File: config.mk
export PLATFORM = sky130hd
export DESIGN_NAME = one_wire_byte_master_unit_flat
export DESIGN_NICKNAME = d
export VERILOG_FILES = /design/src/hdl/owbm_pkg.sv /design/src/hdl/owbm_req_if.sv /design/src/hdl/owbm_res_if.sv /design/src/hdl/one_wire_byte_master_unit.sv /design/src/hdl/owbm_step.sv /design/src/flat_wrapper.sv
export SDC_FILE = /design/constraint.sdc
export NUM_CORES = 1
export LEC_CHECK = 0
export BUFFER_PORTS_ARGS = -buffer_cell sky130_fd_sc_hd__buf_2
export CORE_UTILIZATION = 25
export DETAILED_ROUTE_END_ITERATION = 12
export SLEW_MARGIN = 25
export SYNTH_ARGS = -nofsm -noshare
export SYNTH_HDL_FRONTEND = slang
export SYNTH_HIERARCHICAL = 1
export SYNTH_SLANG_ARGS = --single-unit
File: constraint.sdc
create_clock -name clk -period 4.73 [get_ports clk]
set_clock_uncertainty 0.05 [all_clocks]
set_input_delay 0.7095 -clock clk [delete_from_list [all_inputs] [get_ports clk]]
set_output_delay 0.7095 -clock clk [all_outputs]
set_load 0.05 [all_outputs]
File: src/hdl/owbm_pkg.sv
// Shared types and timing constants for the one-wire byte master.
package owbm_pkg;

  typedef enum logic [1:0] {
    OP_IDLE  = 2'd0,
    OP_RESET = 2'd1,
    OP_WRITE = 2'd2,
    OP_READ  = 2'd3
  } op_kind_t;

  localparam int TIMER_W = 10;

  localparam logic [TIMER_W-1:0] RST_LOW_TICKS   = 10'd500;
  localparam logic [TIMER_W-1:0] RST_WAIT_TICKS  = 10'd80;
  localparam logic [TIMER_W-1:0] RST_TAIL_TICKS  = 10'd250;
  localparam logic [TIMER_W-1:0] LONG_LOW_TICKS  = 10'd60;
  localparam logic [TIMER_W-1:0] SHORT_TICKS     = 10'd2;
  localparam logic [TIMER_W-1:0] READ_WAIT_TICKS = 10'd10;

  localparam logic [TIMER_W-1:0] SLOT_LAST   = SHORT_TICKS + LONG_LOW_TICKS - 10'd1;
  localparam logic [TIMER_W-1:0] RST_SAMPLE  = RST_LOW_TICKS + RST_WAIT_TICKS;
  localparam logic [TIMER_W-1:0] RST_LAST    = RST_SAMPLE + RST_TAIL_TICKS - 10'd1;
  localparam logic [TIMER_W-1:0] READ_SAMPLE = SHORT_TICKS + READ_WAIT_TICKS;

  localparam logic [2:0] LAST_BIT = 3'd7;

  typedef struct packed {
    logic [1:0] action;
    logic [7:0] tx_byte;
    logic       line_level;
  } req_t;

  typedef struct packed {
    logic       drive_low;
    logic       busy_res;
    logic       done_res;
    logic       presence;
    logic [7:0] rx_byte;
    logic       rejected;
  } res_t;

endpackage

File: src/hdl/owbm_req_if.sv
// Valid/ready channel that carries one tick request into the master.
interface owbm_req_if;
  logic               valid;
  logic               ready;
  owbm_pkg::req_t     payload;

  modport source (output valid, output payload, input ready);
  modport sink   (input valid, input payload, output ready);
endinterface

File: src/hdl/owbm_res_if.sv
// Valid/ready channel that carries one tick result out of the master.
interface owbm_res_if;
  logic               valid;
  logic               ready;
  owbm_pkg::res_t     payload;

  modport source (output valid, output payload, input ready);
  modport sink   (input valid, input payload, output ready);
endinterface

File: src/hdl/one_wire_byte_master_unit.sv
// Top level of the one-wire byte master: request register, step logic, result register.
// A request is held in the request register and then moves into the result register, where its result is shown valid.
// Throughput: one request (one bus tick) per clock cycle, sustained, while res.ready holds.
// The request register holds while a finished result waits: it advances whenever
// the result register is empty or being drained in the same cycle.
// Reset (synchronous, active high) empties both registers and returns the
// sequencer to idle with presence and the received byte cleared.
module one_wire_byte_master_unit (
  input  logic          clk,
  input  logic          rst,
  owbm_req_if.sink      req,
  owbm_res_if.source    res
);

  // Request register: one tick waiting for the step logic.
  logic            req_valid;
  owbm_pkg::req_t  req_data;

  // Result register.
  logic            res_valid;
  owbm_pkg::res_t  res_data;

  logic            advance;
  owbm_pkg::res_t  step_result;

  // Move the held request through the step logic when the result slot frees up.
  assign advance   = req_valid && (!res_valid || res.ready);
  assign req.ready = !req_valid || advance;

  always_ff @(posedge clk) begin
    if (rst) begin
      req_valid <= 1'b0;
    end else if (req.ready) begin
      req_valid <= req.valid;
    end
  end

  // Payload needs no reset; load on every accepted request.
  always_ff @(posedge clk) begin
    if (req.valid && req.ready) begin
      req_data <= req.payload;
    end
  end

  owbm_step u_step (
    .clk    (clk),
    .rst    (rst),
    .en     (advance),
    .item   (req_data),
    .result (step_result)
  );

  always_ff @(posedge clk) begin
    if (rst) begin
      res_valid <= 1'b0;
    end else if (advance) begin
      res_valid <= 1'b1;
    end else if (res.ready) begin
      // Drop the result once taken.
      res_valid <= 1'b0;
    end
  end

  always_ff @(posedge clk) begin
    if (advance) begin
      res_data <= step_result;
    end
  end

  assign res.valid   = res_valid;
  assign res.payload = res_data;

endmodule

File: src/hdl/owbm_step.sv
// Bus sequencer state and the per-tick step logic of the one-wire master.
module owbm_step (
  input  logic            clk,
  input  logic            rst,
  input  logic            en,
  input  owbm_pkg::req_t  item,
  output owbm_pkg::res_t  result
);

  owbm_pkg::op_kind_t                 op_kind, op_kind_next;
  logic [2:0]                         bit_index, bit_index_next;
  logic [owbm_pkg::TIMER_W-1:0]       slot_timer, slot_timer_next;
  logic [7:0]                         shift_byte, shift_byte_next;
  logic                               presence_flag, presence_flag_next;
  logic [7:0]                         rx_hold, rx_hold_next;

  owbm_pkg::op_kind_t                 op_eff;
  logic [owbm_pkg::TIMER_W-1:0]       t;
  logic [2:0]                         bi;
  logic [7:0]                         sb;
  logic                               start;
  logic                               slot_end;
  logic                               drive, done, rej;

  always_ff @(posedge clk) begin
    if (rst) begin
      op_kind       <= owbm_pkg::OP_IDLE;
      bit_index     <= '0;
      slot_timer    <= '0;
      shift_byte    <= '0;
      presence_flag <= 1'b0;
      rx_hold       <= '0;
    end else if (en) begin
      op_kind       <= op_kind_next;
      bit_index     <= bit_index_next;
      slot_timer    <= slot_timer_next;
      shift_byte    <= shift_byte_next;
      presence_flag <= presence_flag_next;
      rx_hold       <= rx_hold_next;
    end
  end

  always_comb begin
    start    = (op_kind == owbm_pkg::OP_IDLE) && (item.action != owbm_pkg::OP_IDLE);
    rej      = (op_kind != owbm_pkg::OP_IDLE) && (item.action != owbm_pkg::OP_IDLE);
    op_eff   = start ? owbm_pkg::op_kind_t'(item.action) : op_kind;
    t        = start ? '0 : slot_timer;
    bi       = start ? '0 : bit_index;
    if (start) begin
      sb = (owbm_pkg::op_kind_t'(item.action) == owbm_pkg::OP_WRITE) ? item.tx_byte : 8'd0;
    end else begin
      sb = shift_byte;
    end

    drive              = 1'b0;
    done               = 1'b0;
    slot_end           = 1'b0;
    op_kind_next       = op_eff;
    bit_index_next     = bi;
    slot_timer_next    = t;
    shift_byte_next    = sb;
    presence_flag_next = presence_flag;
    rx_hold_next       = rx_hold;

    unique case (op_eff)
      owbm_pkg::OP_IDLE: begin
        drive = 1'b0;
      end
      owbm_pkg::OP_RESET: begin
        drive = (t < owbm_pkg::RST_LOW_TICKS);
        if (t == owbm_pkg::RST_SAMPLE) begin
          presence_flag_next = ~item.line_level;
        end
        done = (t >= owbm_pkg::RST_LAST);
      end
      owbm_pkg::OP_WRITE: begin
        drive    = sb[0] ? (t < owbm_pkg::SHORT_TICKS) : (t < owbm_pkg::LONG_LOW_TICKS);
        slot_end = (t >= owbm_pkg::SLOT_LAST);
        if (slot_end) begin
          shift_byte_next = {1'b0, sb[7:1]};
        end
      end
      owbm_pkg::OP_READ: begin
        drive    = (t < owbm_pkg::SHORT_TICKS);
        slot_end = (t >= owbm_pkg::SLOT_LAST);
        // Sample point cannot coincide with the slot end.
        if (t == owbm_pkg::READ_SAMPLE) begin
          shift_byte_next = {item.line_level, sb[7:1]};
        end
      end
      default: begin
        drive = 1'b0;
      end
    endcase

    if (slot_end) begin
      if (bi >= owbm_pkg::LAST_BIT) begin
        done = 1'b1;
        if (op_eff == owbm_pkg::OP_READ) begin
          rx_hold_next = shift_byte_next;
        end
      end else begin
        bit_index_next = 3'(bi + 3'd1);
      end
    end

    if (done) begin
      op_kind_next    = owbm_pkg::OP_IDLE;
      bit_index_next  = '0;
      slot_timer_next = '0;
    end else if (slot_end) begin
      slot_timer_next = '0;
    end else if (op_eff != owbm_pkg::OP_IDLE) begin
      slot_timer_next = owbm_pkg::TIMER_W'(t + 10'd1);
    end

    result.drive_low = drive;
    result.busy_res  = (op_eff != owbm_pkg::OP_IDLE);
    result.done_res  = done;
    result.presence  = presence_flag_next;
    result.rx_byte   = rx_hold_next;
    result.rejected  = rej;
  end

  // An idle sequencer holds its counters at zero.
  assert property (@(posedge clk) disable iff (rst)
    (op_kind == owbm_pkg::OP_IDLE) |-> (bit_index == 3'd0 && slot_timer == '0))
    else $error("idle sequencer with live counters");

  // The timer never runs past the end of a reset.
  assert property (@(posedge clk) disable iff (rst)
    slot_timer <= owbm_pkg::RST_LAST)
    else $error("slot timer overran");

  // Bit slots never exceed their length.
  assert property (@(posedge clk) disable iff (rst)
    (op_kind == owbm_pkg::OP_WRITE || op_kind == owbm_pkg::OP_READ)
      |-> (slot_timer <= owbm_pkg::SLOT_LAST))
    else $error("bit slot overran");

  // Drive, done and reject only occur during an operation.
  assert property (@(posedge clk) disable iff (rst)
    en && (result.drive_low || result.done_res || result.rejected) |-> result.busy_res)
    else $error("bus activity outside an operation");

  // Completion returns the sequencer to idle.
  assert property (@(posedge clk) disable iff (rst)
    en && result.done_res |=> (op_kind == owbm_pkg::OP_IDLE))
    else $error("sequencer not idle after done");

endmodule

File: src/flat_wrapper.sv
// flat-port wrapper written by rule: the top's interface ports become plain ports
module one_wire_byte_master_unit_flat 
  (clk, rst, req_valid, req_payload, req_ready, res_valid, res_payload, res_ready);
  owbm_req_if req_i ();
  owbm_res_if res_i ();
  input  logic clk;
  input  logic rst;
  input wire logic [$bits(req_i.valid)-1:0] req_valid;
  input wire logic [$bits(req_i.payload)-1:0] req_payload;
  output wire logic [$bits(req_i.ready)-1:0] req_ready;
  output wire logic [$bits(res_i.valid)-1:0] res_valid;
  output wire logic [$bits(res_i.payload)-1:0] res_payload;
  input wire logic [$bits(res_i.ready)-1:0] res_ready;
  assign req_i.valid = req_valid;
  assign req_i.payload = req_payload;
  assign req_ready = req_i.ready;
  assign res_valid = res_i.valid;
  assign res_payload = res_i.payload;
  assign res_i.ready = res_ready;
  one_wire_byte_master_unit u_core (.clk(clk), .rst(rst), .req(req_i), .res(res_i));
endmodule
After elaboration in Yosys (flattened, before gate mapping)
Cells that the tools add are included.
Word-level totals
  bits in registers: 58
  input bits: 15
  output and inout bits: 15
  logic and storage cells: 75
Cells by class
  $add $sub $neg: 2
  $lt $le $gt $ge: 6
  equality and inequality tests: 6
  muxes and demuxes: 28
  bitwise gates (word level): 1
  reductions and logical operators: 15
Operator list (number)
  $mux W8: 7
  $mux W10: 4
  $pmux W8 S2: 1
  $mux W3: 4
  $add A10 B1 Y10 const B: 1
  $eq A10 B10 Y1 const B: 1
  $eq A10 B4 Y1 const B: 1
  $ge A10 B10 Y1 const B: 1
  $ge A10 B6 Y1 const B: 1
  $lt A10 B2 Y1 const B: 1
  $lt A10 B6 Y1 const B: 1
  $lt A10 B9 Y1 const B: 1
  $mux W1: 9
  $reduce_bool A2 Y1: 4
  $eq A2 B2 Y1 const B: 3
  $logic_and A1 B1 Y1: 4
  $logic_not A2 Y1: 2
  $mux W2: 2
  $pmux W1 S4: 1
  $add A3 B1 Y3 const B: 1
  $ge A3 B3 Y1 const B: 1
  $eq A2 B1 Y1 const B: 1
  $logic_not A1 Y1: 2
  $logic_or A1 B1 Y1: 2
  2 further kinds: 2

Logic depth before layout (Yosys ltp)
  depth in word-level cells: 9
  gate-level depth with buffers: 14
  gate-level depth less buffers: 10

Hierarchy
Netlist, hierarchy kept.
Modules (own cells, without submodules)
  owbm_step: times used 1, cells each 274, area an instance 2184.6 µm², sequential area each 640.6 µm²
  one_wire_byte_master_unit: times used 1, cells each 34, area an instance 824.5 µm², sequential area each 760.7 µm²

Worst setup path after synthesis
No wires, ideal clock.
  kind: register to register
  from: register u_core.u_step.op_kind[0]
  to: register u_core.res_data, in the netlist u_core/res.payload[9], data pin
  setup time: 0.251 ns
  data arrival time: 2.558 ns
  data required time: 4.429 ns
  setup slack: 1.871 ns
  stages on the path, launching flop included: 12
  path buffers: 3
  period minus slack after synthesis: 2.859 ns
  cell sequence: dfxtp_1 buf_2 nor2_1 o21ai_0 clkbuf_1 and2_1 inv_1 ha_1 or3b_1 or4b_1 mux2i_1 buf_4
Between the ends
  cells in the longest elaborated chain, start to end: 6
  elaborated cells on any way between the ends: 8
  those cells by class: eq/ne (2); mux (4); reduce/logical (2)
RTL lines
  start: declaration: RTL line owbm_step.sv:10  | owbm_pkg::op_kind_t op_kind, op_kind_next;
  start signal: assignment: RTL line owbm_step.sv:27  | op_kind <= owbm_pkg::OP_IDLE;
  start signal: assignment: RTL line owbm_step.sv:34  | op_kind <= op_kind_next;
  $logic_not A2 Y1: RTL line owbm_step.sv:44  | start = (op_kind == owbm_pkg::OP_IDLE) && (item.action != owbm_pkg::OP_IDLE);
  $logic_and A1 B1 Y1: RTL line owbm_step.sv:44
  $mux W10: RTL line owbm_step.sv:47  | t = start ? '0 : slot_timer;
  $eq A10 B10 Y1: RTL line owbm_step.sv:71  | if (t == owbm_pkg::RST_SAMPLE) begin
  $mux W1: RTL line owbm_step.sv:71
  $mux W1 *: RTL line owbm_step.sv:65  | unique case (op_eff)
  net u_core.u_step.presence_flag_next: RTL line owbm_step.sv:14  | logic presence_flag, presence_flag_next;
  end signal: assignment: RTL line one_wire_byte_master_unit.sv:66  | res_data <= step_result;
  end: declaration: RTL line one_wire_byte_master_unit.sv:21  | owbm_pkg::res_t res_data;
The timed path passes the listed nets; every way through them passes the cells marked *.
A chain may end at the register's enable or synchronous reset.

Worst setup path in the final report
  from: register u_core.u_step.op_kind[1]
  to: register u_core.u_step.shift_byte[6]
Between the ends
  cells in the longest elaborated chain, start to end: 6
  elaborated cells on any way between the ends: 12
  those cells by class: order compare (1); eq/ne (3); mux (6); reduce/logical (2)
RTL lines
  $logic_not A2 Y1: RTL line owbm_step.sv:44
  $logic_and A1 B1 Y1: RTL line owbm_step.sv:44
  $mux W10: RTL line owbm_step.sv:47
  $ge A10 B6 Y1 or $eq A10 B4 Y1 (tied branches): RTL line owbm_step.sv:78, owbm_step.sv:87
  $mux W8, on equally long branches: RTL line owbm_step.sv:79, owbm_step.sv:87
  $pmux W8 S2 *: RTL line owbm_step.sv:65
  end signal: assignment: RTL line owbm_step.sv:37  | shift_byte <= shift_byte_next;
  end: declaration: RTL line owbm_step.sv:13  | logic [7:0] shift_byte, shift_byte_next;
Mark *: on every way between the ends. The rest lies on a longest branch, timed or not.

==> reports/summary.txt <==
placed insts - 456
top_reg_cell synth - dfxtp_1
PortBufs - 29
area grow syn2layout - 17.0%
switching pwr - 0.306 mW
CP max stage delay - 560 ps
maximum vdd drop - 169 uV
clk_lat worst skew - 330 ps
Final GP Congestion - 0.884
Mapped Nets - 328
Ports - 30
WP data arrival - 3320 ps
post-synth top area cell - edfxtp_1
Worst R2R Start - u_core/u_step/op_kind[1]
clock tree sinks - 58
CP cell instances - nor2_1, o21ai_0, and2_1, inv_1, ha_1, or3b_1, o31ai_4, and3_1, nor3_1, a311o_1
# resized after CTS - 0
clock root cell - clkbuf_16
sequential cell area fraction in the yosys report - 46.6%
clock power share - 51.9%
GRT Total Usage - 12.2%
Clock Tree Buf Depth - 2
largest family of logic cells by synthesized area - simple AND/OR/NAND/NOR gates
Hold Violations, Final - 0
post-synthesis xor/xnor area fraction - 0%
complex-gate fraction of the synthesized area - 21.4%
post-route setup TNS - 0 ps
post-synth cell types - 57
postcts setup bufs - 0
DRT met1 WL - 3520 um
synth top area cells - edfxtp_1 24%, dfxtp_1 23%, o21ai_0 3.3%
DRT Wirelength - 7240 um
Pleak - 1.24 nW
Non-Filler Instances - 473
hpwl dp - 5040 um
CTS clk-pin slew, worst paths - 50 ps
Post-Syn Area - 3010 um2
final setup vio count - 0
CP startpoint kind - flop
Top Family by Delay on Critical Path - simple AND/OR/NAND/NOR gates
GR Overflow Total - 0
vias after detailed routing - 2,500
global-route wire length before repair - 11,900 um
Critical Path Slowest Stage Cell - and3_1
Int Power - 1.04 mW
sw frac - 22.8%
Mapped Cells - 308
minimum clock period - 3160 ps
Synth Area in Simple Gates - 22.4%
hold path startpoint - u_core/u_step/rx_hold[3]
CP endpoint kind - flop
CTS buffer count - 9
#FFs+latches synth - 58
die footprint - 12,500 um2
initial antenna violation count - 0
vias in the first global route - 2,321
antenna-violating nets left - 0
PwrDens - 381 nW/um2
iteration count of the initial detailed-routing pass - 9
RSZ-0062 raised after global routing - no
net count of the finished layout - 345
TritonCTS clock tree - built
ys async rst share - 0%
status - complete, but fails checks
Max Fanout on Critical Path - 15
Rel. slew slack - 30.7%
row count - 39
pin count of the biggest net entering global routing - 33
Slew @ Worst Pin - 1040 ps
Die Y - 112 um
Max-Cap Viols - 0
commonest non-fill, non-tap cells in the layout - 34 x dfxtp_1, 29 x buf_2, 24 x edfxtp_1
Antenna Cells - 0
final critical-path share of the clock period - 66.7%
Hold WC Path Type - flop to flop
H-tree levels - 3
fraction of layout cells with a size suffix above 1 - 20.0%
Syn Area/Cell - 9.77 um2
warnings from Yosys - 6
Synth top area share - 24.0%
Worst setup startpoint - u_core/u_step/op_kind[1]
post-synthesis mux area share - 0.998%
core area - 11,600 um2
FMAX - 317 MHz
Crit Path Class - flop to flop
initial cell density of the core - 26.0%
pins over their slew limit - 0
wire length per cell - 15.3 um
met2 wire length - 3060 um
filler instances - 1,184
drt via density - 5.29
CP required - 4890 ps
CP Buf/Inv Count - 1
Post-synth EDFFs - 24
Gate power share - 7.3%
most common cell after layout, fill and taps aside - dfxtp_1
# DRC - 1
Hold Buf Count CTS - 0
failing checks - DRC
power share of the sequential group - 40.8%
DRT iter0 DRCs - 261
Synth Area in Adders - 2.08%
met3 WL - 468 um
die width - 112 um
Top Layer Used - met4
worst paths after layout:
| check | end | cells past startpoint | slack (ps) |
|---|---|---|---|
| max | u_core/u_step/shift_byte[6] | 10 | 1570 |
| min | u_core/u_step/rx_hold[3] | 1 | 430 |
| max reg2reg | u_core/u_step/shift_byte[6] | 10 | 1570 |
| min reg2reg | u_core/u_step/rx_hold[3] | 1 | 430 |
through the flow:
step	utilization [%]	power, mW	setup WS [ps]	hold slack, ps	cell area (um2)
CTS	30.4	1.35	1520	427	3510
finish	30.5	1.34	1570	433	3520
global placement	27.6	0.653	1670	412	3190
detailed placement	27.6	0.655	1560	410	3190
global route	30.5	1.39	1300	463	3520
floorplan	-	0.626	1870	391	3010
layout make-up:
cell class              instances  area, um2  share of cell area [%]
inverters                      12       45.0                    1.28
flip-flops and latches         58       1400                    39.8
clock inverters                 5       77.6                    2.20
well taps                     143        179                    5.08
clock buffers                  11        243                    6.89
multi-input cells             212       1410                    40.0
repair buffers                 32        168                    4.76
state kept, by name, indices dropped and copies added, names as in the netlist:
register,cells
u_core/req_data,11
u_core/req_valid,1
u_core/res.payload,13
u_core/res.valid,1
u_core/u_step/bit_index,3
u_core/u_step/op_kind,2
u_core/u_step/presence_flag,1
u_core/u_step/rx_hold,8
u_core/u_step/shift_byte,8
u_core/u_step/slot_timer,10
cells by family (layout without fill, tap and decap cells):
family / after synthesis / after routing
adder cells (fa/ha/maj): 5 / 5
flip-flops: 58 / 58
AND/OR/NAND/NOR: 119 / 119
buffers and inverters: 38 / 60
AO/OA/AOI/OAI: 85 / 85
multiplexers: 3 / 3
worst register-to-register path: stages (launching register included):
cell     delay [ps]
dfxtp_1         460
nor2_1          260
o21ai_0         190
and2_1          230
inv_1            70
ha_1            140
or3b_1          430
o31ai_4         200
and3_1          560
nor3_1          130
a311o_1         330
layer usage:
metal | vias to the layer above | global-route usage (%)
met2 | 86 | 16.7
li1 | 1205 | -
met3 | 14 | 3.32
met1 | 1195 | 16.8
met5 | - | 0
met4 | 0 | 7.66
Yosys cell counts (all sizes together) (2+ instances only):
library cell / instances
buf: 15
dfxtp: 34
nor3: 18
nand2: 21
a22oi: 9
nand3b: 4
edfxtp: 24
o211ai: 3
or4: 2
nor2b: 3
clkbuf: 11
a31oi: 11
nand3: 9
and3: 4
inv: 12
or4b: 2
nor4: 8
o31ai: 7
a211oi: 3
o21ai: 20
o41ai: 3
ha: 5
or2: 2
a31o: 6
a21oi: 9
a311o: 7
nor2: 19
or3: 2
nand4b: 2
and2: 11
mux2i: 3
a311oi: 2
nand4: 5
power by group through the flow:
stage	Clock (mW)	Sequential, mW	Combinational [mW]
global placement	0	0.557	0.0956
CTS	0.707	0.548	0.0973
detailed placement	0	0.558	0.0970
floorplan	0	0.570	0.0557
finish	0.697	0.548	0.0981
global route	0.732	0.549	0.106
Power figures use the tool's default switching activity.
